--- src/rtl/sst_pkg.sv ---
`default_nettype none

package sst_pkg;

  localparam int OP_W     = 3;
  localparam int ID_W     = 8;
  localparam int POS_W    = 8;
  localparam int CNT_W    = 9;
  localparam int CAPACITY = 256;
  localparam int IDX_W    = $clog2(CAPACITY);
  localparam int QDEPTH   = 2;

  localparam int IN_FIELDS_W  = OP_W + ID_W + POS_W;
  localparam int OUT_FIELDS_W = 1 + ID_W + CNT_W;
  localparam int IN_TDATA_W   = ((IN_FIELDS_W + 7) / 8) * 8;
  localparam int OUT_TDATA_W  = ((OUT_FIELDS_W + 7) / 8) * 8;

  localparam logic [OP_W-1:0] OP_ADD      = 3'd0;
  localparam logic [OP_W-1:0] OP_REMOVE   = 3'd1;
  localparam logic [OP_W-1:0] OP_CONTAINS = 3'd2;
  localparam logic [OP_W-1:0] OP_CLEAR    = 3'd3;
  localparam logic [OP_W-1:0] OP_READ     = 3'd4;

  typedef enum logic [2:0] {
    K_ADD,
    K_REMOVE,
    K_CONTAINS,
    K_CLEAR,
    K_READ,
    K_NOP
  } kind_t;

  typedef struct packed {
    kind_t             kind;
    logic [ID_W-1:0]   id;
    logic [POS_W-1:0]  pos;
  } cmd_t;

  typedef struct packed {
    logic [CNT_W-1:0] count;
    logic [ID_W-1:0]  member;
    logic             ok;
  } result_t;

  typedef enum logic [1:0] {
    ST_IDLE,
    ST_LOOK,
    ST_CHECK
  } back_state_t;

endpackage

`default_nettype wire

--- src/rtl/sst_front.sv ---
`default_nettype none

module sst_front (
  input  wire logic                          clk,
  input  wire logic                          rst_n,
  input  wire logic                          in_tvalid,
  output logic                               in_tready,
  input  wire logic [sst_pkg::IN_TDATA_W-1:0] in_tdata,
  output logic                               cmd_valid,
  input  wire logic                          cmd_ready,
  output sst_pkg::cmd_t                      cmd
);
  import sst_pkg::*;

  localparam int PTR_W  = $clog2(QDEPTH);
  localparam int FILL_W = $clog2(QDEPTH + 1);

  function automatic kind_t classify(input logic [OP_W-1:0] op);
    kind_t k;
    unique case (op)
      OP_ADD:      k = K_ADD;
      OP_REMOVE:   k = K_REMOVE;
      OP_CONTAINS: k = K_CONTAINS;
      OP_CLEAR:    k = K_CLEAR;
      OP_READ:     k = K_READ;
      default:     k = K_NOP;
    endcase
    return k;
  endfunction

  cmd_t              queue_r [QDEPTH];
  logic [PTR_W-1:0]  wr_ptr_r, wr_ptr_nxt;
  logic [PTR_W-1:0]  rd_ptr_r, rd_ptr_nxt;
  logic [FILL_W-1:0] fill_r, fill_nxt;
  cmd_t              in_cmd;
  logic              push, pop;

  always_comb begin
    in_cmd.kind = classify(in_tdata[OP_W-1:0]);
    in_cmd.id   = in_tdata[OP_W +: ID_W];
    in_cmd.pos  = in_tdata[OP_W+ID_W +: POS_W];
  end

  assign in_tready = (fill_r != FILL_W'(QDEPTH));
  assign cmd_valid = (fill_r != '0);
  assign cmd       = queue_r[rd_ptr_r];
  assign push      = in_tvalid && in_tready;
  assign pop       = cmd_valid && cmd_ready;

  always_comb begin
    wr_ptr_nxt = wr_ptr_r;
    rd_ptr_nxt = rd_ptr_r;
    fill_nxt   = fill_r;
    if (push) begin
      wr_ptr_nxt = (wr_ptr_r == PTR_W'(QDEPTH - 1)) ? '0 : wr_ptr_r + PTR_W'(1);
    end
    if (pop) begin
      rd_ptr_nxt = (rd_ptr_r == PTR_W'(QDEPTH - 1)) ? '0 : rd_ptr_r + PTR_W'(1);
    end
    if (push && !pop) begin
      fill_nxt = fill_r + FILL_W'(1);
    end else if (pop && !push) begin
      fill_nxt = fill_r - FILL_W'(1);
    end
  end

  always_ff @(posedge clk) begin
    if (!rst_n) begin
      wr_ptr_r <= '0;
      rd_ptr_r <= '0;
      fill_r   <= '0;
    end else begin
      wr_ptr_r <= wr_ptr_nxt;
      rd_ptr_r <= rd_ptr_nxt;
      fill_r   <= fill_nxt;
    end
  end

  always_ff @(posedge clk) begin
    if (push) begin
      queue_r[wr_ptr_r] <= in_cmd;
    end
  end

endmodule

`default_nettype wire

--- src/rtl/sst_back.sv ---
`default_nettype none

module sst_back (
  input  wire logic                           clk,
  input  wire logic                           rst_n,
  input  wire logic                           cmd_valid,
  output logic                                cmd_ready,
  input  sst_pkg::cmd_t                       cmd,
  output logic                                out_tvalid,
  input  wire logic                           out_tready,
  output logic [sst_pkg::OUT_TDATA_W-1:0]     out_tdata
);
  import sst_pkg::*;

  localparam logic [CNT_W-1:0] CAP_CNT = CNT_W'(CAPACITY);

  logic [IDX_W-1:0] sparse_mem [CAPACITY];
  logic [ID_W-1:0]  dense_mem  [CAPACITY];

  back_state_t       state_r, state_nxt;
  cmd_t              cmd_r, cmd_nxt;
  logic [CNT_W-1:0]  count_r, count_nxt;
  logic [ID_W-1:0]   last_r, last_nxt;
  logic              out_valid_r, out_valid_nxt;
  result_t           out_data_r, out_data_nxt;
  logic [IDX_W-1:0]  sp_rd_r;
  logic [ID_W-1:0]   dn_rd_r;

  logic [IDX_W-1:0]  sp_raddr, sp_waddr, sp_wdata;
  logic [IDX_W-1:0]  dn_raddr, dn_waddr;
  logic [ID_W-1:0]   dn_wdata;
  logic              sp_we, dn_we;
  logic              out_free, is_member, pos_ok;

  assign out_free  = !out_valid_r || out_tready;
  assign is_member = (CNT_W'(sp_rd_r) < count_r) && (dn_rd_r == cmd_r.id);
  assign pos_ok    = (CNT_W'(cmd_r.pos) < count_r);

  always_comb begin
    state_nxt     = state_r;
    cmd_nxt       = cmd_r;
    count_nxt     = count_r;
    last_nxt      = last_r;
    out_valid_nxt = out_tready ? 1'b0 : out_valid_r;
    out_data_nxt  = out_data_r;
    cmd_ready     = 1'b0;
    sp_raddr      = IDX_W'(cmd_r.id);
    dn_raddr      = IDX_W'(cmd_r.pos);
    sp_we         = 1'b0;
    sp_waddr      = IDX_W'(cmd_r.id);
    sp_wdata      = IDX_W'(count_r);
    dn_we         = 1'b0;
    dn_waddr      = IDX_W'(count_r);
    dn_wdata      = cmd_r.id;
    unique case (state_r)
      ST_IDLE: begin
        cmd_ready = out_free || !(cmd.kind == K_CLEAR || cmd.kind == K_NOP);
        sp_raddr  = IDX_W'(cmd.id);
        dn_raddr  = (cmd.kind == K_READ) ? IDX_W'(cmd.pos) : IDX_W'(count_r - CNT_W'(1));
        if (cmd_valid && cmd_ready) begin
          cmd_nxt = cmd;
          if (cmd.kind == K_CLEAR) begin
            count_nxt     = '0;
            out_valid_nxt = 1'b1;
            out_data_nxt  = '{count: '0, member: '0, ok: 1'b1};
          end else if (cmd.kind == K_NOP) begin
            out_valid_nxt = 1'b1;
            out_data_nxt  = '{count: count_r, member: '0, ok: 1'b0};
          end else begin
            state_nxt = ST_LOOK;
          end
        end
      end
      ST_LOOK: begin
        if (cmd_r.kind == K_READ) begin
          dn_raddr = IDX_W'(cmd_r.pos);
          if (out_free) begin
            out_valid_nxt = 1'b1;
            out_data_nxt  = '{count: count_r, member: pos_ok ? dn_rd_r : '0, ok: pos_ok};
            state_nxt     = ST_IDLE;
          end
        end else begin
          // slot of the id now known, fetch its dense entry
          dn_raddr  = sp_rd_r;
          last_nxt  = dn_rd_r;
          state_nxt = ST_CHECK;
        end
      end
      ST_CHECK: begin
        dn_raddr = sp_rd_r;
        if (out_free) begin
          out_valid_nxt = 1'b1;
          state_nxt     = ST_IDLE;
          case (cmd_r.kind)
            K_ADD: begin
              if (!is_member && count_r < CAP_CNT) begin
                sp_we     = 1'b1;
                dn_we     = 1'b1;
                count_nxt = count_r + CNT_W'(1);
                out_data_nxt = '{count: count_nxt, member: '0, ok: 1'b1};
              end else begin
                out_data_nxt = '{count: count_r, member: '0, ok: 1'b0};
              end
            end
            K_REMOVE: begin
              if (is_member) begin
                // last member fills the vacated slot
                dn_we     = 1'b1;
                dn_waddr  = sp_rd_r;
                dn_wdata  = last_r;
                sp_we     = 1'b1;
                sp_waddr  = IDX_W'(last_r);
                sp_wdata  = sp_rd_r;
                count_nxt = count_r - CNT_W'(1);
                out_data_nxt = '{count: count_nxt, member: '0, ok: 1'b1};
              end else begin
                out_data_nxt = '{count: count_r, member: '0, ok: 1'b0};
              end
            end
            default: begin
              out_data_nxt = '{count: count_r, member: '0, ok: is_member};
            end
          endcase
        end
      end
      default: state_nxt = ST_IDLE;
    endcase
  end

  always_ff @(posedge clk) begin
    if (!rst_n) begin
      state_r     <= ST_IDLE;
      count_r     <= '0;
      out_valid_r <= 1'b0;
    end else begin
      state_r     <= state_nxt;
      count_r     <= count_nxt;
      out_valid_r <= out_valid_nxt;
    end
  end

  always_ff @(posedge clk) begin
    cmd_r      <= cmd_nxt;
    last_r     <= last_nxt;
    out_data_r <= out_data_nxt;
  end

  always_ff @(posedge clk) begin
    if (sp_we) begin
      sparse_mem[sp_waddr] <= sp_wdata;
    end
    if (dn_we) begin
      dense_mem[dn_waddr] <= dn_wdata;
    end
    sp_rd_r <= sparse_mem[sp_raddr];
    dn_rd_r <= dense_mem[dn_raddr];
  end

  assign out_tvalid = out_valid_r;
  assign out_tdata  = {{(OUT_TDATA_W - OUT_FIELDS_W){1'b0}}, out_data_r};

endmodule

`default_nettype wire

--- src/rtl/sparse_set_table.sv ---
`default_nettype none

// Sparse set over ids 0 to 255, held as a sparse index memory, a dense member memory and a
// member count. A two-entry command queue takes transfers while the engine behind it works;
// the engine takes add, remove and contains through a sparse read, a dense read, and a check
// and write back, a read at a position through a dense read, and clear or an unknown code
// in its idle state; the steps follow the chain of dependent memory reads. Every transfer in
// yields exactly one result transfer carrying ok, the member for a valid read, and the count
// afterwards. Memory contents are not cleared after reset; membership is always checked
// against the count and the dense entry, so no clearing pass is needed.
module sparse_set_table (
  input  wire logic                            clk,
  input  wire logic                            rst_n,
  input  wire logic                            in_tvalid,
  output logic                                 in_tready,
  // operation[2:0], id[10:3], position[18:11], zero fill
  input  wire logic [sst_pkg::IN_TDATA_W-1:0]  in_tdata,
  output logic                                 out_tvalid,
  input  wire logic                            out_tready,
  // ok[0], member[8:1], count[17:9], zero fill
  output logic [sst_pkg::OUT_TDATA_W-1:0]      out_tdata
);
  import sst_pkg::*;

  logic cmd_valid;
  logic cmd_ready;
  cmd_t cmd;

  sst_front u_front (
    .clk       (clk),
    .rst_n     (rst_n),
    .in_tvalid (in_tvalid),
    .in_tready (in_tready),
    .in_tdata  (in_tdata),
    .cmd_valid (cmd_valid),
    .cmd_ready (cmd_ready),
    .cmd       (cmd)
  );

  sst_back u_back (
    .clk        (clk),
    .rst_n      (rst_n),
    .cmd_valid  (cmd_valid),
    .cmd_ready  (cmd_ready),
    .cmd        (cmd),
    .out_tvalid (out_tvalid),
    .out_tready (out_tready),
    .out_tdata  (out_tdata)
  );

`ifndef NO_ASSERTIONS
  a_count_bound : assert property (@(posedge clk) disable iff (!rst_n)
    out_tvalid |-> (out_tdata[17:9] <= CNT_W'(CAPACITY)))
    else $error("member count above capacity");

  a_member_zero : assert property (@(posedge clk) disable iff (!rst_n)
    (out_tvalid && !out_tdata[0]) |-> (out_tdata[8:1] == '0))
    else $error("member nonzero on failed operation");

  a_full_pending : assert property (@(posedge clk) disable iff (!rst_n)
    !in_tready |-> cmd_valid)
    else $error("queue full but no command offered");
`endif

endmodule

`default_nettype wire

--- config.mk ---
export PLATFORM = sky130hd
export DESIGN_NAME = sparse_set_table
export DESIGN_NICKNAME = d
export VERILOG_FILES = /design/src/rtl/sst_pkg.sv /design/src/rtl/sst_front.sv /design/src/rtl/sst_back.sv /design/src/rtl/sparse_set_table.sv
export SDC_FILE = /design/constraint.sdc
export NUM_CORES = 2
export LEC_CHECK = 0
export BUFFER_PORTS_ARGS = -buffer_cell sky130_fd_sc_hd__buf_2
export CAP_MARGIN = 20
export CORE_ASPECT_RATIO = 2
export CORE_MARGIN = 1.5
export CORE_UTILIZATION = 35
export CTS_CLUSTER_SIZE = 28
export DETAILED_ROUTE_END_ITERATION = 10
export MAX_ROUTING_LAYER = met4
export PLACE_DENSITY_LB_ADDON = 0.08
export SYNTH_ARGS = -nofsm -noshare
export SYNTH_HDL_FRONTEND = slang
export SYNTH_MEMORY_MAX_BITS = 65536
export SYNTH_SLANG_ARGS = --single-unit
--- constraint.sdc ---
create_clock -name clk -period 16.6 [get_ports clk]
set_clock_uncertainty 0.2 [all_clocks]
set_input_delay 2.49 -clock clk [delete_from_list [all_inputs] [get_ports clk]]
set_output_delay 2.49 -clock clk [all_outputs]
set_load 0.1 [all_outputs]
# After elaboration in Yosys (flattened, before gate mapping)
# Memories as Yosys holds them, arrays and structs flattened. A register that Yosys moved wholly into a read port is not among the register bits.
# Cells that the tools add are included.
[op_classes] add_sub_neg=6 n_lt_le_gt_ge=3 eq_ne=24 muxes=60 bitwise=1 n_reduce_logical=27
[op_table] operator="$mux W18" n=8
[op_table] operator="$mux W8" n=12
[op_table] operator="$pmux W18 S3" n=1
[op_table] operator="$mux W9" n=5
[op_table] operator="$pmux W18 S2" n=1
[op_table] operator="$pmux W9 S2" n=2
[op_table] operator="$pmux W8 S3" n=1
[op_table] operator="$mux W1" n=19
[op_table] operator="$lt A8 B9 Y1" n=2
[op_table] operator="$pmux W3 S5" n=1
[op_table] operator="$mux W2" n=7
[op_table] operator="$eq A3 B3 Y1 const B" n=4
[op_table] operator="$ne A2 B1 Y1 const B" n=5
[op_table] operator="$add A9 B1 Y9 const B" n=1
[op_table] operator="$eq A3 B2 Y1 const B" n=3
[op_table] operator="$lt A9 B9 Y1 const B" n=1
[op_table] operator="$ne A3 B2 Y1 const B" n=3
[op_table] operator="$sub A9 B1 Y9 const B" n=1
[op_table] operator="$eq A8 B8 Y1" n=1
[op_table] operator="$logic_and A1 B1 Y1" n=7
[op_table] operator="$reduce_and A7 Y1" n=1
[op_table] operator="$eq A3 B1 Y1 const B" n=2
[op_table] operator="$logic_not A3 Y1" n=2
[op_table] operator="$ne A2 B2 Y1 const B" n=3
[op_table] operator="18 further kinds" n=28
[word_totals] register_bits=61 mem_bits_rw=4134 in_bits=28 n_memories=3
[memory_table] name="u_back.dense_mem" words=256 width=8 read_ports=1 rd_ports_with_merged_regs=1 wr=1 line="sst_back.sv:18" text="logic [ID_W-1:0] dense_mem [CAPACITY];"
[memory_table] name="u_back.sparse_mem" words=256 width=8 read_ports=1 rd_ports_with_merged_regs=1 wr=1 line="sst_back.sv:17" text="logic [IDX_W-1:0] sparse_mem [CAPACITY];"
[memory_table] name="u_front.queue_r" words=2 width=19 read_ports=1 rd_ports_with_merged_regs=1 wr=1 line="sst_front.sv:31" text="cmd_t queue_r [QDEPTH];"

# Logic depth before layout (Yosys ltp)
[logic_depth] ltp_word=10 mapped_depth=16

# Cells and area by module
# Synthesis repeated with hierarchy kept, for this count alone.
[unflattened] cells_unflattened=10659 hier_area_um2=168381.5
[modules_own_cells] mod="sst_back" n_inst=1 cells_per_inst=10573 area_per_inst_um2=166753.7 seq_area_each_um2=124909.8
[modules_own_cells] mod="sst_front" n_inst=1 cells_per_inst=86 area_per_inst_um2=1627.8 seq_area_each_um2=1241.2

# Worst setup path after synthesis
# No wires, ideal clock.
[synth_timing] kind="input port to flip-flop" from="in out_tready" to="mem u_back.sparse_mem[0][7] (netlist bit) (data pin)" setup_time_ns=2.211 t_arrival_ns=13.126 setup_slack_ns=1.063 path_stages=5 path_buffers=1 path_cell_list="nand2b_1 nand2_1 a2111oi_4 buf_6 o21ai_0"
[synth_via] elab_chain_len=3
[synth_lines] item="start, declared" line="sparse_set_table.sv:19" text="input wire logic out_tready,"
[synth_lines] item="$logic_or A1 B1 Y1" line="sst_back.sv:35" text="assign out_free = !out_valid_r || out_tready;"
[synth_lines] item="$mux W8 (2 in a row)"
[synth_lines] item="named net u_back.dn_waddr[7]" line="sst_back.sv:30" text="logic [IDX_W-1:0] dn_raddr, dn_waddr;"
[synth_lines] item="end, declared" line="sst_back.sv:17"
# The timed path passes the listed nets, and every way through them passes these cells.

# Worst setup path in the final report
[layout_timing] from="reg u_back.state_r[1]" to="reg u_back.dn_rd_r[2], read port of u_back.dense_mem"
[layout_via] elab_chain_len=2 word_cells_on_any_way=4 classes_between="2 x eq/ne; 1 x mux; 1 x reduce/logical"
[layout_lines] item="start, declared" line="sst_back.sv:20" text="back_state_t state_r, state_nxt;"
[layout_lines] item="start signal, assigned" line="sst_back.sv:136" text="state_r <= state_nxt;"
[layout_lines] item="$eq A2 B2 Y1 (tied with other cells)" line="sst_back.sv:55" text="unique case (state_r)"
[layout_lines] item="$pmux W8 S3 (*)" line="sst_back.sv:55"
[layout_lines] item="end, declared" line="sst_back.sv:27" text="logic [ID_W-1:0] dn_rd_r;"
# Every way passes the cells marked *; elsewhere a longest branch is shown, timed or not.
# A chain may end at the register's enable or synchronous reset.

==> impl_metrics.env <==
export IMPL_yosysUniqueCellTypes=85
export IMPL_synth_top_flop_cell="edfxtp_1"
export IMPL_worst_r2r_path_depth=17
export IMPL_syn_inst=10240
export IMPL_cp_slowest_cell="nor4bb_1"
export IMPL_ys_seq_area_share_pct=75.37
export IMPL_initial_utilization_pct=35.09
export IMPL_cp_max_fo=75
export IMPL_rsz0062_at_grt="false"
export IMPL_path_cells="inv_1 > ha_1 > nor4bb_1 > o21ai_0 > a41oi_4 > buf_4 > buf_4 > buf_4 > buf_4 > nand2_1 > and3_1 > a31oi_1 > a32oi_1 > nand4_1 > a22oi_1 > buf_4 > nand4_1"
export IMPL_worst_pin_slew_ps=1408
export IMPL_io_buffers=42
export IMPL_track_usage_pct=21.08
export IMPL_worstPathRequired_ps=17280
export IMPL_placed_area_sq_mm=0.1748
export IMPL_finalCritPeriodShare_pct=43.40
export IMPL_first_iter_violations=7027
export IMPL_cts_resized=0
export IMPL_drc=20
export IMPL_synthAdderAreaFrac_pct=0.1570
export IMPL_final_antenna_net_count=0
export IMPL_cts_buffer_depth=4
export IMPL_status="finished, violations left"
export IMPL_crit_path_max_incr_delay_ps=880
export IMPL_async_flop_share_pct=0
export IMPL_synthMuxAreaShare_pct=9.684
export IMPL_pre_cts_ws_ps=8913
export IMPL_fmax_ghz=0.1388
export IMPL_drt_pre_antenna_iters=9
export IMPL_tns_ps=0
export IMPL_critPathKind="reg2reg"
export IMPL_design_area_sq_mm=0.1876
export IMPL_antenna_found_initial=21
export IMPL_wl_per_cell_um=29.82
export IMPL_cp_end_kind="flip-flop"
export IMPL_syn_cell_area_sq_mm=0.1674
export IMPL_post_route_util_pct=39.34
export IMPL_clk_latency_ps=980
export IMPL_crit_path_end="u_back.dn_rd_r[2]"
export IMPL_dieWidth_um=492.0
export IMPL_htree_levels=5
export IMPL_synth_xor_area_share_pct=0.1099
export IMPL_synth_area_leaders="edfxtp_1 75%, mux4_2 7.5%, nand2_1 4.5%"
export IMPL_setup_viol=0
export IMPL_grt_pass1_vias=93140
export IMPL_num_vias=89300
export IMPL_r2r_start="u_back.state_r[1]"
export IMPL_startpoint="u_back.state_r[1]"
export IMPL_grt_pass1_wl_um=710400
export IMPL_viasPerCell=5.293
export IMPL_synth_seq_cells=4212
export IMPL_fp_dieH_um=981.0
export IMPL_synth_compound_area_share_pct=3.682
export IMPL_synth_common_cells="4179 x edfxtp_1, 1985 x nand2_1, 567 x nor2_1"
export IMPL_fp_coreArea_sq_mm=0.4770
export IMPL_setup_ws_ps=9396
export IMPL_yosysMostFrequentCell="edfxtp_1"
export IMPL_io_pins=54
export IMPL_cts_clk_slew_worst_paths_ps=70
export IMPL_gp_congestion=0.9140
export IMPL_numCtsBuffers=387
export IMPL_critPathArrivalTime_ps=7880
export IMPL_start_kind="flip-flop"
export IMPL_grt_max_degree=164
export IMPL_max_slew_margin_rel_pct=6.122
export IMPL_cts_hold_buf=0
export IMPL_worst_ir_drop_vdd_v=0.0001602
export IMPL_synth_edff_count=4179
export IMPL_p_total_w=0.03378
export IMPL_hold_viol=0
export IMPL_synth_top_family_by_area="multiplexers"
export IMPL_totalWireLength_um=503100
export IMPL_violations="design-rule violations"
export IMPL_hp_class="reg2reg"
export IMPL_grt_overflow=0
export IMPL_timing_final_crit_period_ps=7204
export IMPL_crit_path_frequent_cell="buf_4"
export IMPL_row_count=359
export IMPL_yosys_area_share_simple_pct=9.129
export IMPL_postCtsSetupBuffers=0
export IMPL_netlist_area_leader_share_pct=74.97
export IMPL_design_die_area_sq_mm=0.4826
export IMPL_p_leak_nw=54.58
export IMPL_layout_nets=10260
export IMPL_cts_tree="yes"
export IMPL_r2r_end="u_back.dn_rd_r[2]"
export IMPL_numClockSinks=4212
export IMPL_drive_above_1_share_pct=14.31
export IMPL_avgSynthCellArea_sq_um=16.34
export IMPL_root_buffer="clkbuf_16"
export IMPL_cap_violations=0
export IMPL_yosys_warnings=0
export IMPL_p_per_area_mw_per_mm2=180.0
export IMPL_hpwlAfterDp_um=312600
export IMPL_rrSetupSlack_ps=9400
export IMPL_final_max_slew_violation_count=0
export IMPL_area_growth_pct=12.11
export IMPL_synth_top_cell_by_area="edfxtp_1"
-- logic make-up (layout without fill, tap and decap cells) --
logic type               after synthesis  in the layout
buffers and inverters                695            980
flip-flops                          4212           4212
AO/OA/AOI/OAI                        841            841
multiplexers                         914            914
other                                  1             26
XOR/XNOR                              21             21
adder cells (fa/ha/maj)               21             21
AND/OR/NAND/NOR                     3539           3539
-- area by class of cell --
class | instances | area, sq um
clock buffers | 469 | 10160
fillers | 43890 | 289400
repair buffers | 234 | 1927
inverters | 36 | 180.2
multi-input cells | 5342 | 38610
well taps | 6317 | 7904
flip-flops and latches | 4212 | 126200
clock inverters | 241 | 2661
diodes | 20 | 50.05
-- state kept, by name, summed over array words and instances, names as in the netlist, named ones only --
| register | cells |
|---|---|
| u_back.sparse_mem | 2048 |
| u_back.out_tdata | 18 |
| u_front.fill_r | 2 |
| u_back.state_r | 2 |
| u_back.sp_rd_r | 8 |
| u_back.cmd_r | 19 |
| u_back.count_r | 9 |
| u_back.last_r | 8 |
| u_front.rd_ptr_r | 1 |
| u_back.dn_rd_r | 8 |
| u_back.dense_mem | 2048 |
| u_front.wr_ptr_r | 1 |
| u_back.out_tvalid | 1 |
| u_front.queue_r | 38 |
-- critical path, delay by kind of cell (launching register included) --
family,cells,cell delay [ps]
AOI/OAI and AO/OA,5,1140
adders and majority gates,1,590
buffers and inverters,6,3090
DFF,1,330
and+or+nand+nor,5,1510
-- worst min path at each step --
stage,start,endpoint,slack [ps],cells past startpoint
floorplan,u_back.dn_rd_r[0],u_back.last_r[0],250,0
global placement,u_front.rd_ptr_r,flip-flop,280,2
detailed placement,u_front.rd_ptr_r,flip-flop,290,2
CTS,u_front.rd_ptr_r,flip-flop,310,2
global route,u_front.rd_ptr_r,u_front.rd_ptr_r,340,2
finish,u_front.rd_ptr_r,flip-flop,310,2
-- per-layer routing --
metal | vias to the layer above | GRT usage, % | routed length [um]
met1 | 46920 | 22.70 | 181800
met2 | 2109 | 38.78 | 276900
li1 | 39540 | - | -
met3 | 725 | 2.367 | 19600
met4 | 0 | 9.145 | 24840
met5 | - | - | 0
-- through the flow --
step,hold slack [ps],instances
after global placement,284.5,16140
final,308.2,16870
after CTS,308.3,16850
after global routing,341.2,16860
after floorplan,249.6,10250
after detailed placement,288.6,16140
-- cell usage in the layout (no fill, tap or decap), drive strengths merged, types with 166 or more instances in the layout --
cell and count:
and3 242, edfxtp 4179, a31oi 245, nor2 573
mux4 560, buf 234, clkbuf 469, mux2i 317
clkinv 166, nand2 1985, a32oi 227, nand3 524
-- report_power, final --
| group | switching (W) | internal (W) |
|---|---|---|
| combinational | 0.00879 | 0.00336 |
| sequential | 0.000109 | 0.0123 |
| clock | 0.00411 | 0.00512 |
Power figures use the tool's default switching activity.
